==> config.mk <==
export PLATFORM = sky130hd
export DESIGN_NAME = path_resampler_with_heading_core
export DESIGN_NICKNAME = d
export VERILOG_FILES = /design/src/hw/rtl/prh_pkg.sv /design/src/hw/rtl/prh_cordic.sv /design/src/hw/rtl/path_resampler_with_heading_core.sv
export VERILOG_INCLUDE_DIRS = /design/src /design/src/hw/rtl
export SDC_FILE = /design/constraint.sdc
export NUM_CORES = 2
export LEC_CHECK = 0
export CORE_UTILIZATION = 25
export DETAILED_ROUTE_END_ITERATION = 6
export DONT_BUFFER_PORTS = 1
export SLEW_MARGIN = 20
export SYNTH_ARGS = -nofsm -noshare
export SYNTH_HDL_FRONTEND = slang
export SYNTH_SLANG_ARGS = --single-unit
==> constraint.sdc <==
create_clock -name i_clk -period 15.65 [get_ports i_clk]
set_input_delay 3.13 -clock i_clk [delete_from_list [all_inputs] [get_ports i_clk]]
set_output_delay 3.13 -clock i_clk [all_outputs]
set_load 0.1 [all_outputs]
==> src/hw/rtl/path_resampler_with_heading_core_macros.svh <==
// ----------------------------------------------------------------------------
// Path resampler assertion macros
// Shared assertion wrappers, removable by defining NO_ASSERTIONS.
// ----------------------------------------------------------------------------
`ifndef PATH_RESAMPLER_WITH_HEADING_CORE_MACROS_SVH
`define PATH_RESAMPLER_WITH_HEADING_CORE_MACROS_SVH
`ifndef NO_ASSERTIONS
`define PRH_ASSERT(lbl, clk, rstn, prop) \
    lbl: assert property (@(posedge clk) disable iff (!rstn) prop) \
        else $error("prh assertion failed");
`define PRH_ASSERT_IMPL(lbl, clk, rstn, ante, cons) \
    lbl: assert property (@(posedge clk) disable iff (!rstn) (ante) |-> (cons)) \
        else $error("prh implication failed");
`else
`define PRH_ASSERT(lbl, clk, rstn, prop)
`define PRH_ASSERT_IMPL(lbl, clk, rstn, ante, cons)
`endif
`endif

==> src/hw/rtl/prh_pkg.sv <==
// ----------------------------------------------------------------------------
// Path resampler package
// Widths, constants, the CORDIC arctangent table and shared types.
// ----------------------------------------------------------------------------
package prh_pkg;
    localparam int DEF_MAX_STEPS   = 63;
    localparam int DEF_COORD_WIDTH = 32;
    localparam int SPACING_W       = 31;
    localparam logic [SPACING_W-1:0] SPACING_RST = 31'd3277;
    localparam int CX_W            = 44;
    localparam int CZ_W            = 34;
    localparam int CORDIC_ITERS    = 30;
    localparam int CI_W            = 5;
    localparam int ANG_W           = 16;
    localparam logic signed [CX_W-1:0] INV_GAIN     = 44'sd652032874;
    localparam logic signed [CZ_W-1:0] QUARTER_TURN = 34'sd1073741824;

    typedef struct packed {
        logic start;
        logic vectoring;
    } t_cordic_ctl;

    function automatic logic [CZ_W-1:0] atan_lut(input logic [CI_W-1:0] idx);
        logic [CZ_W-1:0] v;
        case (idx)
            5'd0:  v = 34'd536870912;
            5'd1:  v = 34'd316933406;
            5'd2:  v = 34'd167458907;
            5'd3:  v = 34'd85004756;
            5'd4:  v = 34'd42667331;
            5'd5:  v = 34'd21354465;
            5'd6:  v = 34'd10679838;
            5'd7:  v = 34'd5340245;
            5'd8:  v = 34'd2670163;
            5'd9:  v = 34'd1335087;
            5'd10: v = 34'd667544;
            5'd11: v = 34'd333772;
            5'd12: v = 34'd166886;
            5'd13: v = 34'd83443;
            5'd14: v = 34'd41722;
            5'd15: v = 34'd20861;
            5'd16: v = 34'd10430;
            5'd17: v = 34'd5215;
            5'd18: v = 34'd2608;
            5'd19: v = 34'd1304;
            5'd20: v = 34'd652;
            5'd21: v = 34'd326;
            5'd22: v = 34'd163;
            5'd23: v = 34'd81;
            5'd24: v = 34'd41;
            5'd25: v = 34'd20;
            5'd26: v = 34'd10;
            5'd27: v = 34'd5;
            5'd28: v = 34'd3;
            5'd29: v = 34'd1;
            default: v = '0;
        endcase
        return v;
    endfunction
endpackage

==> src/hw/rtl/prh_cordic.sv <==
// ----------------------------------------------------------------------------
// Path resampler CORDIC
// One shared shift-add CORDIC stage, iterated in vectoring or rotation mode.
// ----------------------------------------------------------------------------
`include "path_resampler_with_heading_core_macros.svh"
module prh_cordic
    import prh_pkg::*;
(
    input  logic                   i_clk,
    input  logic                   i_rst_n,
    input  t_cordic_ctl            i_ctl,
    input  logic signed [CX_W-1:0] i_x0,
    input  logic signed [CX_W-1:0] i_y0,
    input  logic signed [CZ_W-1:0] i_z0,
    output logic signed [CX_W-1:0] o_x,
    output logic signed [CX_W-1:0] o_y,
    output logic signed [CZ_W-1:0] o_z,
    output logic                   o_done
);
    logic signed [CX_W-1:0] r_x, r_y, n_x, n_y, w_xs, w_ys;
    logic signed [CZ_W-1:0] r_z, n_z, w_ang;
    logic [CI_W-1:0]        r_iter;
    logic                   r_busy, r_done, r_vect, w_up;

    always_comb begin
        w_xs  = r_x >>> r_iter;
        w_ys  = r_y >>> r_iter;
        w_ang = signed'(atan_lut(r_iter));
        w_up  = r_vect ? !r_y[CX_W-1] : r_z[CZ_W-1];
        n_x   = w_up ? r_x + w_ys : r_x - w_ys;
        n_y   = w_up ? r_y - w_xs : r_y + w_xs;
        n_z   = w_up ? r_z + w_ang : r_z - w_ang;
    end

    always_ff @(posedge i_clk) begin
        if (!i_rst_n) begin
            r_busy <= 1'b0;
            r_done <= 1'b0;
            r_iter <= '0;
        end else begin
            r_done <= 1'b0;
            if (i_ctl.start) begin
                r_busy <= 1'b1;
                r_iter <= '0;
            end else if (r_busy) begin
                r_iter <= r_iter + CI_W'(1);
                if (r_iter == CI_W'(CORDIC_ITERS - 1)) begin
                    r_busy <= 1'b0;
                    r_done <= 1'b1;
                end
            end
        end
    end

    always_ff @(posedge i_clk) begin
        if (i_ctl.start) begin
            r_x    <= i_x0;
            r_y    <= i_y0;
            r_z    <= i_z0;
            r_vect <= i_ctl.vectoring;
        end else if (r_busy) begin
            r_x <= n_x;
            r_y <= n_y;
            r_z <= n_z;
        end
    end

    assign o_x    = r_x;
    assign o_y    = r_y;
    assign o_z    = r_z;
    assign o_done = r_done;

    `PRH_ASSERT(a_done_after_busy, i_clk, i_rst_n, r_done |-> $past(r_busy))
    `PRH_ASSERT_IMPL(a_no_restart, i_clk, i_rst_n, i_ctl.start, !r_busy)
    `PRH_ASSERT_IMPL(a_iter_range, i_clk, i_rst_n, r_busy, r_iter < CI_W'(CORDIC_ITERS))
endmodule

==> src/hw/rtl/path_resampler_with_heading_core.sv <==
// A segment goes from its request to its first sample through up to 40 normalization
// shifts, two 30-step passes of the shared CORDIC, the squares, the square root and the
// divisions; each further sample is computed only once the one before has been accepted.
// A held first waypoint is stored with no sample; a lone last waypoint gives its one sample.
// Synchronous active-low reset clears control state and the spacing to 3277.
// ----------------------------------------------------------------------------
// Path resampler with heading
// Resamples waypoint segments at a fixed spacing and tags samples with yaw.
// ----------------------------------------------------------------------------
`include "path_resampler_with_heading_core_macros.svh"
module path_resampler_with_heading_core
    import prh_pkg::*;
#(
    parameter int MAX_STEPS   = DEF_MAX_STEPS,
    parameter int COORD_WIDTH = DEF_COORD_WIDTH
) (
    input  logic                                      i_clk,
    input  logic                                      i_rst_n,
    input  logic                                      i_cfg_wr_en,
    input  logic [SPACING_W-1:0]                      i_cfg_wr_data,
    input  logic                                      s_axis_tvalid,
    output logic                                      s_axis_tready,
    // waypoint_x, waypoint_y
    input  logic [((2*COORD_WIDTH+7)/8)*8-1:0]        s_axis_tdata,
    input  logic                                      s_axis_tlast,
    output logic                                      m_axis_tvalid,
    input  logic                                      m_axis_tready,
    // sample_x, sample_y, heading, quat_z, quat_w
    output logic [((2*COORD_WIDTH+55)/8)*8-1:0]       m_axis_tdata,
    output logic                                      m_axis_tlast
);
    localparam int CW     = COORD_WIDTH;
    localparam int SB     = $clog2(MAX_STEPS + 1);
    localparam int OUT_DW = ((2*CW+55)/8)*8;
    localparam int NXW    = (CW + 2 > CX_W) ? CW + 2 : CX_W;
    localparam int NW     = 2*CW + 2;
    localparam int CMPW   = (CW + 1 > SPACING_W + SB) ? CW + 1 : SPACING_W + SB;
    localparam int CNT_W  = $clog2(CW + 2);

    localparam logic [3:0] S_IDLE = 4'd0;
    localparam logic [3:0] S_NORM = 4'd1;
    localparam logic [3:0] S_VEC  = 4'd2;
    localparam logic [3:0] S_SQR  = 4'd3;
    localparam logic [3:0] S_ROOT = 4'd4;
    localparam logic [3:0] S_SDIV = 4'd5;
    localparam logic [3:0] S_ODIV = 4'd6;
    localparam logic [3:0] S_QGO  = 4'd7;
    localparam logic [3:0] S_QUAT = 4'd8;
    localparam logic [3:0] S_LOAD = 4'd9;
    localparam logic [3:0] S_WAIT = 4'd10;

    function automatic logic signed [15:0] to_q14(input logic signed [CX_W-1:0] v);
        logic signed [CX_W-1:0]  t;
        logic signed [CX_W-17:0] r;
        t = v + 44'sd32768;
        r = t[CX_W-1:16];
        if (r > (CX_W-16)'(16384)) begin
            r = (CX_W-16)'(16384);
        end else if (r < -(CX_W-16)'(16384)) begin
            r = -(CX_W-16)'(16384);
        end
        return r[15:0];
    endfunction

    function automatic logic signed [CW:0] floor_q(input logic neg, input logic [CW-1:0] q,
                                                 input logic [SB-1:0] rm);
        logic signed [CW:0] qv;
        qv = $signed({1'b0, q});
        if (!neg) begin
            return qv;
        end else if (rm == '0) begin
            return -qv;
        end
        return -qv - (CW+1)'(1);
    endfunction

    function automatic logic [SB:0] floor_r2(input logic neg, input logic [SB-1:0] rm,
                                            input logic [SB-1:0] st);
        logic [SB-1:0] r;
        r = (neg && rm != '0) ? st - rm : rm;
        return {r, 1'b0};
    endfunction

    logic [3:0]              r_state;
    logic [SPACING_W-1:0]    r_spacing;
    logic                    r_have_prev, r_last, r_seg, r_out_valid, r_olast;
    logic [CNT_W-1:0]        r_cnt;
    logic signed [CW-1:0]    r_px, r_py, r_bx, r_by, r_sx, r_sy;
    logic signed [CW:0]      r_dx, r_dy, r_qxinc, r_qyinc, r_ox, r_oy;
    logic signed [NXW-1:0]   r_nx, r_ny;
    logic signed [15:0]      r_h, r_qz, r_qw;
    logic [NW-1:0]           r_max, r_may, r_acc, r_res, r_one;
    logic [CW-1:0]           r_mbx, r_mby, r_dqx, r_dqy;
    logic [CMPW-1:0]         r_rem_s;
    logic [SB-1:0]           r_steps, r_k, r_rmx, r_rmy;
    logic [SB:0]             r_rxinc, r_ryinc, r_orx, r_ory;

    logic signed [CW-1:0]    w_in_x, w_in_y;
    logic signed [CW:0]      w_dx, w_dy, w_ndx, w_ndy;
    logic [CW-1:0]           w_abs_dx, w_abs_dy;
    logic [NXW-1:0]          w_anx, w_any, w_m;
    logic                    w_small, w_big, w_zero, w_accept;
    logic signed [NXW-1:0]   w_prx, w_pry;
    logic signed [CZ_W-1:0]  w_prz;
    t_cordic_ctl             c_ctl;
    logic signed [CX_W-1:0]  c_x0, c_y0, c_x, c_y;
    logic signed [CZ_W-1:0]  c_z0, c_z;
    logic                    c_done;
    logic [CZ_W-1:0]         w_zr;
    logic [NW-1:0]           w_rsum, w_root;
    logic [CMPW-1:0]         w_dsh;
    logic                    w_sge;
    logic [SB:0]             w_qn;
    logic [SB-1:0]           n_steps;
    logic [SB:0]             w_tx, w_ty;
    logic                    w_gx, w_gy;
    logic [SB-1:0]           w_rxn, w_ryn;
    logic [CW-1:0]           w_qxn, w_qyn;
    logic [SB+1:0]           w_tox, w_toy, w_twos;
    logic                    w_cx, w_cy, w_klast;

    assign w_in_x   = s_axis_tdata[CW-1:0];
    assign w_in_y   = s_axis_tdata[2*CW-1:CW];
    assign w_accept = s_axis_tvalid && s_axis_tready;
    assign w_dx     = {w_in_x[CW-1], w_in_x} - {r_px[CW-1], r_px};
    assign w_dy     = {w_in_y[CW-1], w_in_y} - {r_py[CW-1], r_py};
    assign w_ndx    = -r_dx;
    assign w_ndy    = -r_dy;
    assign w_abs_dx = r_dx[CW] ? w_ndx[CW-1:0] : r_dx[CW-1:0];
    assign w_abs_dy = r_dy[CW] ? w_ndy[CW-1:0] : r_dy[CW-1:0];
    assign w_zero   = (r_dx == '0) && (r_dy == '0);

    always_comb begin
        w_anx   = r_nx[NXW-1] ? -r_nx : r_nx;
        w_any   = r_ny[NXW-1] ? -r_ny : r_ny;
        w_m     = (w_anx > w_any) ? w_anx : w_any;
        w_small = (w_m[NXW-1:40] == '0);
        w_big   = |w_m[NXW-1:41];
        if (!r_nx[NXW-1]) begin
            w_prx = r_nx;
            w_pry = r_ny;
            w_prz = '0;
        end else if (!r_ny[NXW-1]) begin
            w_prx = r_ny;
            w_pry = -r_nx;
            w_prz = QUARTER_TURN;
        end else begin
            w_prx = -r_ny;
            w_pry = r_nx;
            w_prz = -QUARTER_TURN;
        end
    end

    always_comb begin
        c_ctl.vectoring = (r_state == S_NORM);
        c_ctl.start     = (r_state == S_QGO) ||
                          (r_state == S_NORM && !w_zero && !w_small && !w_big);
        c_x0 = (r_state == S_NORM) ? CX_W'(w_prx) : INV_GAIN;
        c_y0 = (r_state == S_NORM) ? CX_W'(w_pry) : '0;
        c_z0 = (r_state == S_NORM) ? w_prz : {{(CZ_W-31){r_h[15]}}, r_h, 15'b0};
    end

    prh_cordic u_cordic (
        .i_clk   (i_clk),
        .i_rst_n (i_rst_n),
        .i_ctl   (c_ctl),
        .i_x0    (c_x0),
        .i_y0    (c_y0),
        .i_z0    (c_z0),
        .o_x     (c_x),
        .o_y     (c_y),
        .o_z     (c_z),
        .o_done  (c_done)
    );

    always_comb begin
        w_zr   = c_z + CZ_W'(32768);
        w_rsum = r_res + r_one;
        w_root = (r_acc >= w_rsum) ? (r_res >> 1) + r_one : r_res >> 1;
        w_dsh  = CMPW'(r_spacing) << r_cnt;
        w_sge  = (r_rem_s >= w_dsh);
        w_qn   = {r_steps, w_sge};
        if (w_qn == '0) begin
            n_steps = SB'(1);
        end else if (w_qn > (SB+1)'(MAX_STEPS)) begin
            n_steps = SB'(MAX_STEPS);
        end else begin
            n_steps = w_qn[SB-1:0];
        end
        w_tx   = {r_rmx, r_dqx[CW-1]};
        w_ty   = {r_rmy, r_dqy[CW-1]};
        w_gx   = (w_tx >= {1'b0, r_steps});
        w_gy   = (w_ty >= {1'b0, r_steps});
        w_rxn  = w_gx ? SB'(w_tx - {1'b0, r_steps}) : w_tx[SB-1:0];
        w_ryn  = w_gy ? SB'(w_ty - {1'b0, r_steps}) : w_ty[SB-1:0];
        w_qxn  = {r_dqx[CW-2:0], w_gx};
        w_qyn  = {r_dqy[CW-2:0], w_gy};
        w_twos = {1'b0, r_steps, 1'b0};
        w_tox  = {1'b0, r_orx} + {1'b0, r_rxinc};
        w_toy  = {1'b0, r_ory} + {1'b0, r_ryinc};
        w_cx   = (w_tox >= w_twos);
        w_cy   = (w_toy >= w_twos);
        w_klast = (r_k == r_steps - SB'(1));
    end

    always_ff @(posedge i_clk) begin
        if (!i_rst_n) begin
            r_state     <= S_IDLE;
            r_spacing   <= SPACING_RST;
            r_have_prev <= 1'b0;
            r_out_valid <= 1'b0;
            r_seg       <= 1'b0;
            r_last      <= 1'b0;
            r_cnt       <= '0;
        end else begin
            if (i_cfg_wr_en) begin
                r_spacing <= i_cfg_wr_data;
            end
            unique case (r_state)
                S_IDLE: begin
                    if (w_accept) begin
                        r_last      <= s_axis_tlast;
                        r_have_prev <= !s_axis_tlast;
                        if (r_have_prev) begin
                            r_state <= S_NORM;
                        end else if (s_axis_tlast) begin
                            r_seg   <= 1'b0;
                            r_state <= S_QGO;
                        end
                    end
                end
                S_NORM: begin
                    if (w_zero) begin
                        r_cnt   <= CNT_W'(CW - 1);
                        r_state <= S_SQR;
                    end else if (!w_small && !w_big) begin
                        r_state <= S_VEC;
                    end
                end
                S_VEC: begin
                    if (c_done) begin
                        r_cnt   <= CNT_W'(CW - 1);
                        r_state <= S_SQR;
                    end
                end
                S_SQR: begin
                    if (r_cnt == '0) begin
                        r_cnt   <= CNT_W'(CW);
                        r_state <= S_ROOT;
                    end else begin
                        r_cnt <= r_cnt - CNT_W'(1);
                    end
                end
                S_ROOT: begin
                    if (r_cnt == '0) begin
                        r_cnt   <= CNT_W'(SB);
                        r_state <= S_SDIV;
                    end else begin
                        r_cnt <= r_cnt - CNT_W'(1);
                    end
                end
                S_SDIV: begin
                    if ((r_cnt == CNT_W'(SB) && w_sge) || r_cnt == '0) begin
                        r_cnt   <= CNT_W'(CW - 1);
                        r_state <= S_ODIV;
                    end else begin
                        r_cnt <= r_cnt - CNT_W'(1);
                    end
                end
                S_ODIV: begin
                    if (r_cnt == '0) begin
                        r_seg   <= 1'b1;
                        r_state <= S_QGO;
                    end else begin
                        r_cnt <= r_cnt - CNT_W'(1);
                    end
                end
                S_QGO: begin
                    r_state <= S_QUAT;
                end
                S_QUAT: begin
                    if (c_done) begin
                        r_state <= S_LOAD;
                    end
                end
                S_LOAD: begin
                    r_out_valid <= 1'b1;
                    r_state     <= S_WAIT;
                end
                S_WAIT: begin
                    if (m_axis_tready) begin
                        r_out_valid <= 1'b0;
                        if (r_seg) begin
                            if (w_klast) begin
                                r_seg   <= 1'b0;
                                r_state <= r_last ? S_LOAD : S_IDLE;
                            end else begin
                                r_state <= S_LOAD;
                            end
                        end else begin
                            r_state <= S_IDLE;
                        end
                    end
                end
                default: begin
                    r_state <= S_IDLE;
                end
            endcase
        end
    end

    always_ff @(posedge i_clk) begin
        case (r_state)
            S_IDLE: begin
                if (w_accept) begin
                    r_px <= w_in_x;
                    r_py <= w_in_y;
                    r_bx <= r_px;
                    r_by <= r_py;
                    r_dx <= w_dx;
                    r_dy <= w_dy;
                    r_nx <= {{(NXW-CW-1){w_dx[CW]}}, w_dx};
                    r_ny <= {{(NXW-CW-1){w_dy[CW]}}, w_dy};
                    r_h  <= '0;
                end
            end
            S_NORM: begin
                if (w_zero) begin
                    r_h   <= '0;
                    r_max <= NW'(w_abs_dx);
                    r_may <= NW'(w_abs_dy);
                    r_mbx <= w_abs_dx;
                    r_mby <= w_abs_dy;
                    r_acc <= '0;
                end else if (w_small) begin
                    r_nx <= r_nx <<< 1;
                    r_ny <= r_ny <<< 1;
                end else if (w_big) begin
                    r_nx <= r_nx >>> 1;
                    r_ny <= r_ny >>> 1;
                end
            end
            S_VEC: begin
                if (c_done) begin
                    r_h   <= w_zr[31:16];
                    r_max <= NW'(w_abs_dx);
                    r_may <= NW'(w_abs_dy);
                    r_mbx <= w_abs_dx;
                    r_mby <= w_abs_dy;
                    r_acc <= '0;
                end
            end
            S_SQR: begin
                r_acc <= r_acc + (r_mbx[0] ? r_max : '0) + (r_mby[0] ? r_may : '0);
                r_max <= r_max << 1;
                r_may <= r_may << 1;
                r_mbx <= r_mbx >> 1;
                r_mby <= r_mby >> 1;
                r_res <= '0;
                r_one <= NW'(1) << (2*CW);
            end
            S_ROOT: begin
                if (r_acc >= w_rsum) begin
                    r_acc <= r_acc - w_rsum;
                end
                r_res   <= w_root;
                r_one   <= r_one >> 2;
                r_steps <= '0;
                if (r_cnt == '0) begin
                    r_rem_s <= CMPW'(w_root[CW:0]);
                end
            end
            S_SDIV: begin
                r_rmx <= '0;
                r_rmy <= '0;
                r_dqx <= w_abs_dx;
                r_dqy <= w_abs_dy;
                if (r_cnt == CNT_W'(SB)) begin
                    if (w_sge) begin
                        r_steps <= SB'(MAX_STEPS);
                    end
                end else begin
                    if (w_sge) begin
                        r_rem_s <= r_rem_s - w_dsh;
                    end
                    if (r_cnt == '0) begin
                        r_steps <= n_steps;
                    end else begin
                        r_steps <= w_qn[SB-1:0];
                    end
                end
            end
            S_ODIV: begin
                r_rmx <= w_rxn;
                r_rmy <= w_ryn;
                r_dqx <= w_qxn;
                r_dqy <= w_qyn;
                if (r_cnt == '0) begin
                    r_qxinc <= floor_q(r_dx[CW], w_qxn, w_rxn);
                    r_qyinc <= floor_q(r_dy[CW], w_qyn, w_ryn);
                    r_rxinc <= floor_r2(r_dx[CW], w_rxn, r_steps);
                    r_ryinc <= floor_r2(r_dy[CW], w_ryn, r_steps);
                    r_ox    <= '0;
                    r_oy    <= '0;
                    r_orx   <= {1'b0, r_steps};
                    r_ory   <= {1'b0, r_steps};
                    r_k     <= '0;
                end
            end
            S_QUAT: begin
                if (c_done) begin
                    r_qz <= to_q14(c_y);
                    r_qw <= to_q14(c_x);
                end
            end
            S_LOAD: begin
                if (r_seg) begin
                    r_sx    <= r_bx + r_ox[CW-1:0];
                    r_sy    <= r_by + r_oy[CW-1:0];
                    r_olast <= w_klast && !r_last;
                end else begin
                    r_sx    <= r_px;
                    r_sy    <= r_py;
                    r_olast <= 1'b1;
                end
            end
            S_WAIT: begin
                if (m_axis_tready && r_seg) begin
                    r_orx <= w_cx ? (SB+1)'(w_tox - w_twos) : w_tox[SB:0];
                    r_ory <= w_cy ? (SB+1)'(w_toy - w_twos) : w_toy[SB:0];
                    r_ox  <= r_ox + r_qxinc + $signed({{CW{1'b0}}, w_cx});
                    r_oy  <= r_oy + r_qyinc + $signed({{CW{1'b0}}, w_cy});
                    r_k   <= r_k + SB'(1);
                end
            end
            default: begin
            end
        endcase
    end

    assign s_axis_tready = (r_state == S_IDLE);
    assign m_axis_tvalid = r_out_valid;
    assign m_axis_tlast  = r_olast;
    assign m_axis_tdata  = OUT_DW'({r_qw, r_qz, r_h, r_sy, r_sx});

    `PRH_ASSERT_IMPL(a_out_in_wait, i_clk, i_rst_n, m_axis_tvalid, r_state == S_WAIT)
    `PRH_ASSERT_IMPL(a_steps_range, i_clk, i_rst_n, r_state == S_LOAD && r_seg,
        r_steps != '0 && r_steps <= SB'(MAX_STEPS) && r_k < r_steps)
    `PRH_ASSERT(a_last_ends_item, i_clk, i_rst_n,
        (m_axis_tvalid && m_axis_tready && m_axis_tlast) |=> r_state == S_IDLE)
endmodule
==> results.md <==
- Outcome: complete, no violations
- Area leader, netlist: edfxtp_1
- Clock Skews: 83.34 ps
- Total Nets Final: 11500
- Boundary Pins: 216
- WP data arrival: 9170 ps
- Async set-reset flop share out of synthesis: 0%
- Skew-Pair Late Insertion Delay: 900 ps
- Final setup viols: 0
- CP Capture Type: flip-flop
- Yosys cell types: 99
- Routed len/inst: 20.96 um
- Routed Wire Length: 339500 um
- Largest cells by area after synthesis: edfxtp_1 (34%), ha_1 (8.1%), xnor2_1 (4.9%), a21oi_1 (3.9%), nand2_1 (3.9%)
- Routability cong.: 0.9572
- Post-synthesis cell count: 10967
- Worst path required time: 16200 ps
- Hold WC Path Type: flip-flop to flip-flop
- Count leader, synth: edfxtp_1
- DPL Wire Length: 258100 um
- Lkg Pwr: 42.28 nW
- DRT Pass-1 Iters: 6
- Die Width: 639.1 um
- Number of global-route vias before repair: 80469
- Max IR drop VDD: 206.4 uV
- Max Freq: 116.1 MHz
- PwrDens: 263.9 nW/um^2
- Part of the power in registers: 23.9%
- Critical Path Fanout Max: 71
- Max_slew headroom: 14.83%
- # port buffers: 0
- Switching power: 14.49 mW
- TritonCTS buffer count: 157
- Initial Util: 25.15%
- Number of synthesized flops with an enable pin: 1157
- M2 GR Usage: 27.68%
- Actual slew at the worst max-slew pin: 1268 ps
- Die area: 408400 um^2
- GRT Overall Usage: 15.92%
- Cell Area, Synth: 101500 um^2
- Clk network pwr share: 12.5%
- Via Count: 84452
- Site Rows: 233
- Die Height: 639.1 um
- Initial antenna violation count: 17
- Startpoint types: flip-flop
- Final slew viol count: 0
- Fin crit period: 8613 ps
- Syn Nets: 11812
- First-pass GRT wire length: 508100 um
- Post-CTS Hold Fix Bufs: 0
- Placed Area: 107100 um^2
- Synth top area share: 34.24%
- Synth Warn #: 0
- Max-cap violations: 0
- Detailed-route DRC error count: 0
- Net Sw Frac: 48.95%
- Maximum clock insertion buffer count: 4
- GR Util met1: 19.53%
- Post-synthesis sequential area ratio: 35.86%
- GRT met3 Usage: 2.157%
- Post-CTS setup buffers: 0
- Ys flop type: edfxtp_1
- Fin area: 112200 um^2
- CP Class: flip-flop to flip-flop
- P&R area growth vs syn: 10.56%
- Hold Fails Final Rpt: 0
- Post-Syn Area per Cell: 9.251 um^2
- #FFs+latches synth: 1239
- Via density: 5.214
- CTS Sinks: 1239
- Detailed Route Iter0 Violations: 7740
- Clk root buf: clkbuf_16
- RSZ-0062 raised after global routing: no
- Setup TNS: 0 ps
- Share of layout cells above drive strength 1: 6.736%
- Fin crit share: 55.04%
- CTS tree: done
- H-tree depth: 4
- Gr busiest metal: met2
- Routed Antenna Nets: 0
- Total power: 29.60 mW
- Synth top cells by count: edfxtp_1 (1157), nand2_1 (1043), nor2_1 (921)
- Pint: 15.11 mW
- Largest net degree at the start of global routing: 122
- Worst-path clk slew: 60 ps
- Power share of the combinational group: 63.6%
- # resized after CTS: 0
- Total global routing overflow: 0
- Core area: 403500 um^2
stage by stage:
stage | hold slack [ps] | instances | worst slack, ps | utilization [%]
3_3_place_gp | 428.1 | 15900 | 7009 | 26.53
2_1_floorplan | 426.4 | 10967 | 4488 | -
6_report | 433.1 | 16196 | 7037 | 27.80
5_1_grt | 456.8 | 16191 | 6352 | 27.80
4_1_cts | 435.0 | 16182 | 7003 | 27.78
3_5_place_dp | 432.5 | 15900 | 7014 | 26.53
routing by layer:
| metal | up-vias | wire, um |
|---|---|---|
| met3 | 614 | 19880 |
| li1 | 39957 | - |
| met4 | 4 | 16350 |
| met1 | 41224 | 137900 |
| met5 | - | 20 |
| met2 | 2653 | 165300 |
power by group through the flow:
stage,combinational (mW),clock (mW),sequential [mW]
after floorplan,14.2,0,6.42
after global placement,18.4,0,7.10
after detailed placement,18.5,0,7.11
after CTS,18.7,3.77,7.05
after global routing,20.7,3.87,7.18
final,18.8,3.71,7.08
layout make-up:
| class | instances | area (um^2) |
|---|---|---|
| multi-input cells | 8829 | 61800 |
| inverters | 299 | 1132 |
| clock buffers | 189 | 4232 |
| diodes | 13 | 32.53 |
| clock inverters | 93 | 819.5 |
| flip-flops and latches | 1239 | 36410 |
| well taps | 5405 | 6763 |
| repair buffers | 129 | 988.4 |
| fillers | 42768 | 291300 |
sequential cells by signal (all words and copies together) (netlist names), 33 cells and up:
| signal | count |
|---|---|
| r_nx | 44 |
| u_cordic.o_y | 44 |
| u_cordic.o_z | 34 |
| r_ny | 44 |
| r_may | 66 |
| r_one | 33 |
| r_max | 66 |
| r_dy | 33 |
| u_cordic.o_x | 44 |
| r_res | 66 |
| r_rem_s | 37 |
| r_acc | 66 |
| r_dx | 33 |
layout by cell type (no fill, tap or decap), types with 77 or more instances in the layout:
master and n:
nand3_1 268, or3_1 98, nor2_1 912, a31oi_1 140
nor3_1 187, and2_1 187, o22ai_1 125, mux4_2 136
nor4_1 77, inv_1 287, nand2b_1 135, o21a_1 185
and3_1 226, nand4_1 116, a211oi_1 87, edfxtp_1 1157
o21ai_0 757, xor2_1 447, a21o_1 292, ha_1 657
buf_4 128, xnor2_1 570, nand2_1 1036, mux2i_1 302
clkbuf_16 164, o21bai_1 97, nor2b_1 99, fa_1 87
a21oi_1 798
critical path, cell delays in order, from the launching register on:
cell	delay, ps
dfxtp_4	390
buf_4	760
buf_4	930
mux4_2	610
mux2_2	290
o2bb2ai_1	130
a211oi_1	610
nand4_1	240
nor4_1	700
nor4bb_1	520
nor2b_1	360
nand2_1	130
nor2_1	200
nor2_1	80
xnor2_1	150
ha_1	390
and4_1	240
a221oi_1	400
inv_1	70
a31oi_1	210
a31oi_1	70
a21oi_1	250
nor2b_1	90
o41ai_1	300
o22ai_1	130
cell families (layout without fill, tap and decap cells):
group	after synthesis	after routing	share of synthesized area [%]
XOR/XNOR	1020	1020	8.805
buffers and inverters	899	710	3.433
multiplexers	494	494	6.622
AO/OA/AOI/OAI	3008	3008	18.60
AND/OR/NAND/NOR	3563	3563	16.86
other	0	13	0
flip-flops	1239	1239	35.86
adder cells (fa/ha/maj)	744	744	9.819
worst paths after layout:
check	from	to	slack, ps	cells after the start
worst max register to register	u_cordic.r_iter[1]$_SDFFE_PP0P_	u_cordic.o_x[40]$_DFFE_PP_	7040	24
worst max-delay path	u_cordic.r_iter[1]$_SDFFE_PP0P_	u_cordic.o_x[40]$_DFFE_PP_	7040	24
worst min-delay path	r_px[19]$_DFFE_PP_	r_bx[19]$_DFFE_PP_	430	0
worst min register to register	r_px[19]$_DFFE_PP_	r_bx[19]$_DFFE_PP_	430	0
No activity file was read; power rests on OpenSTA's default activity.
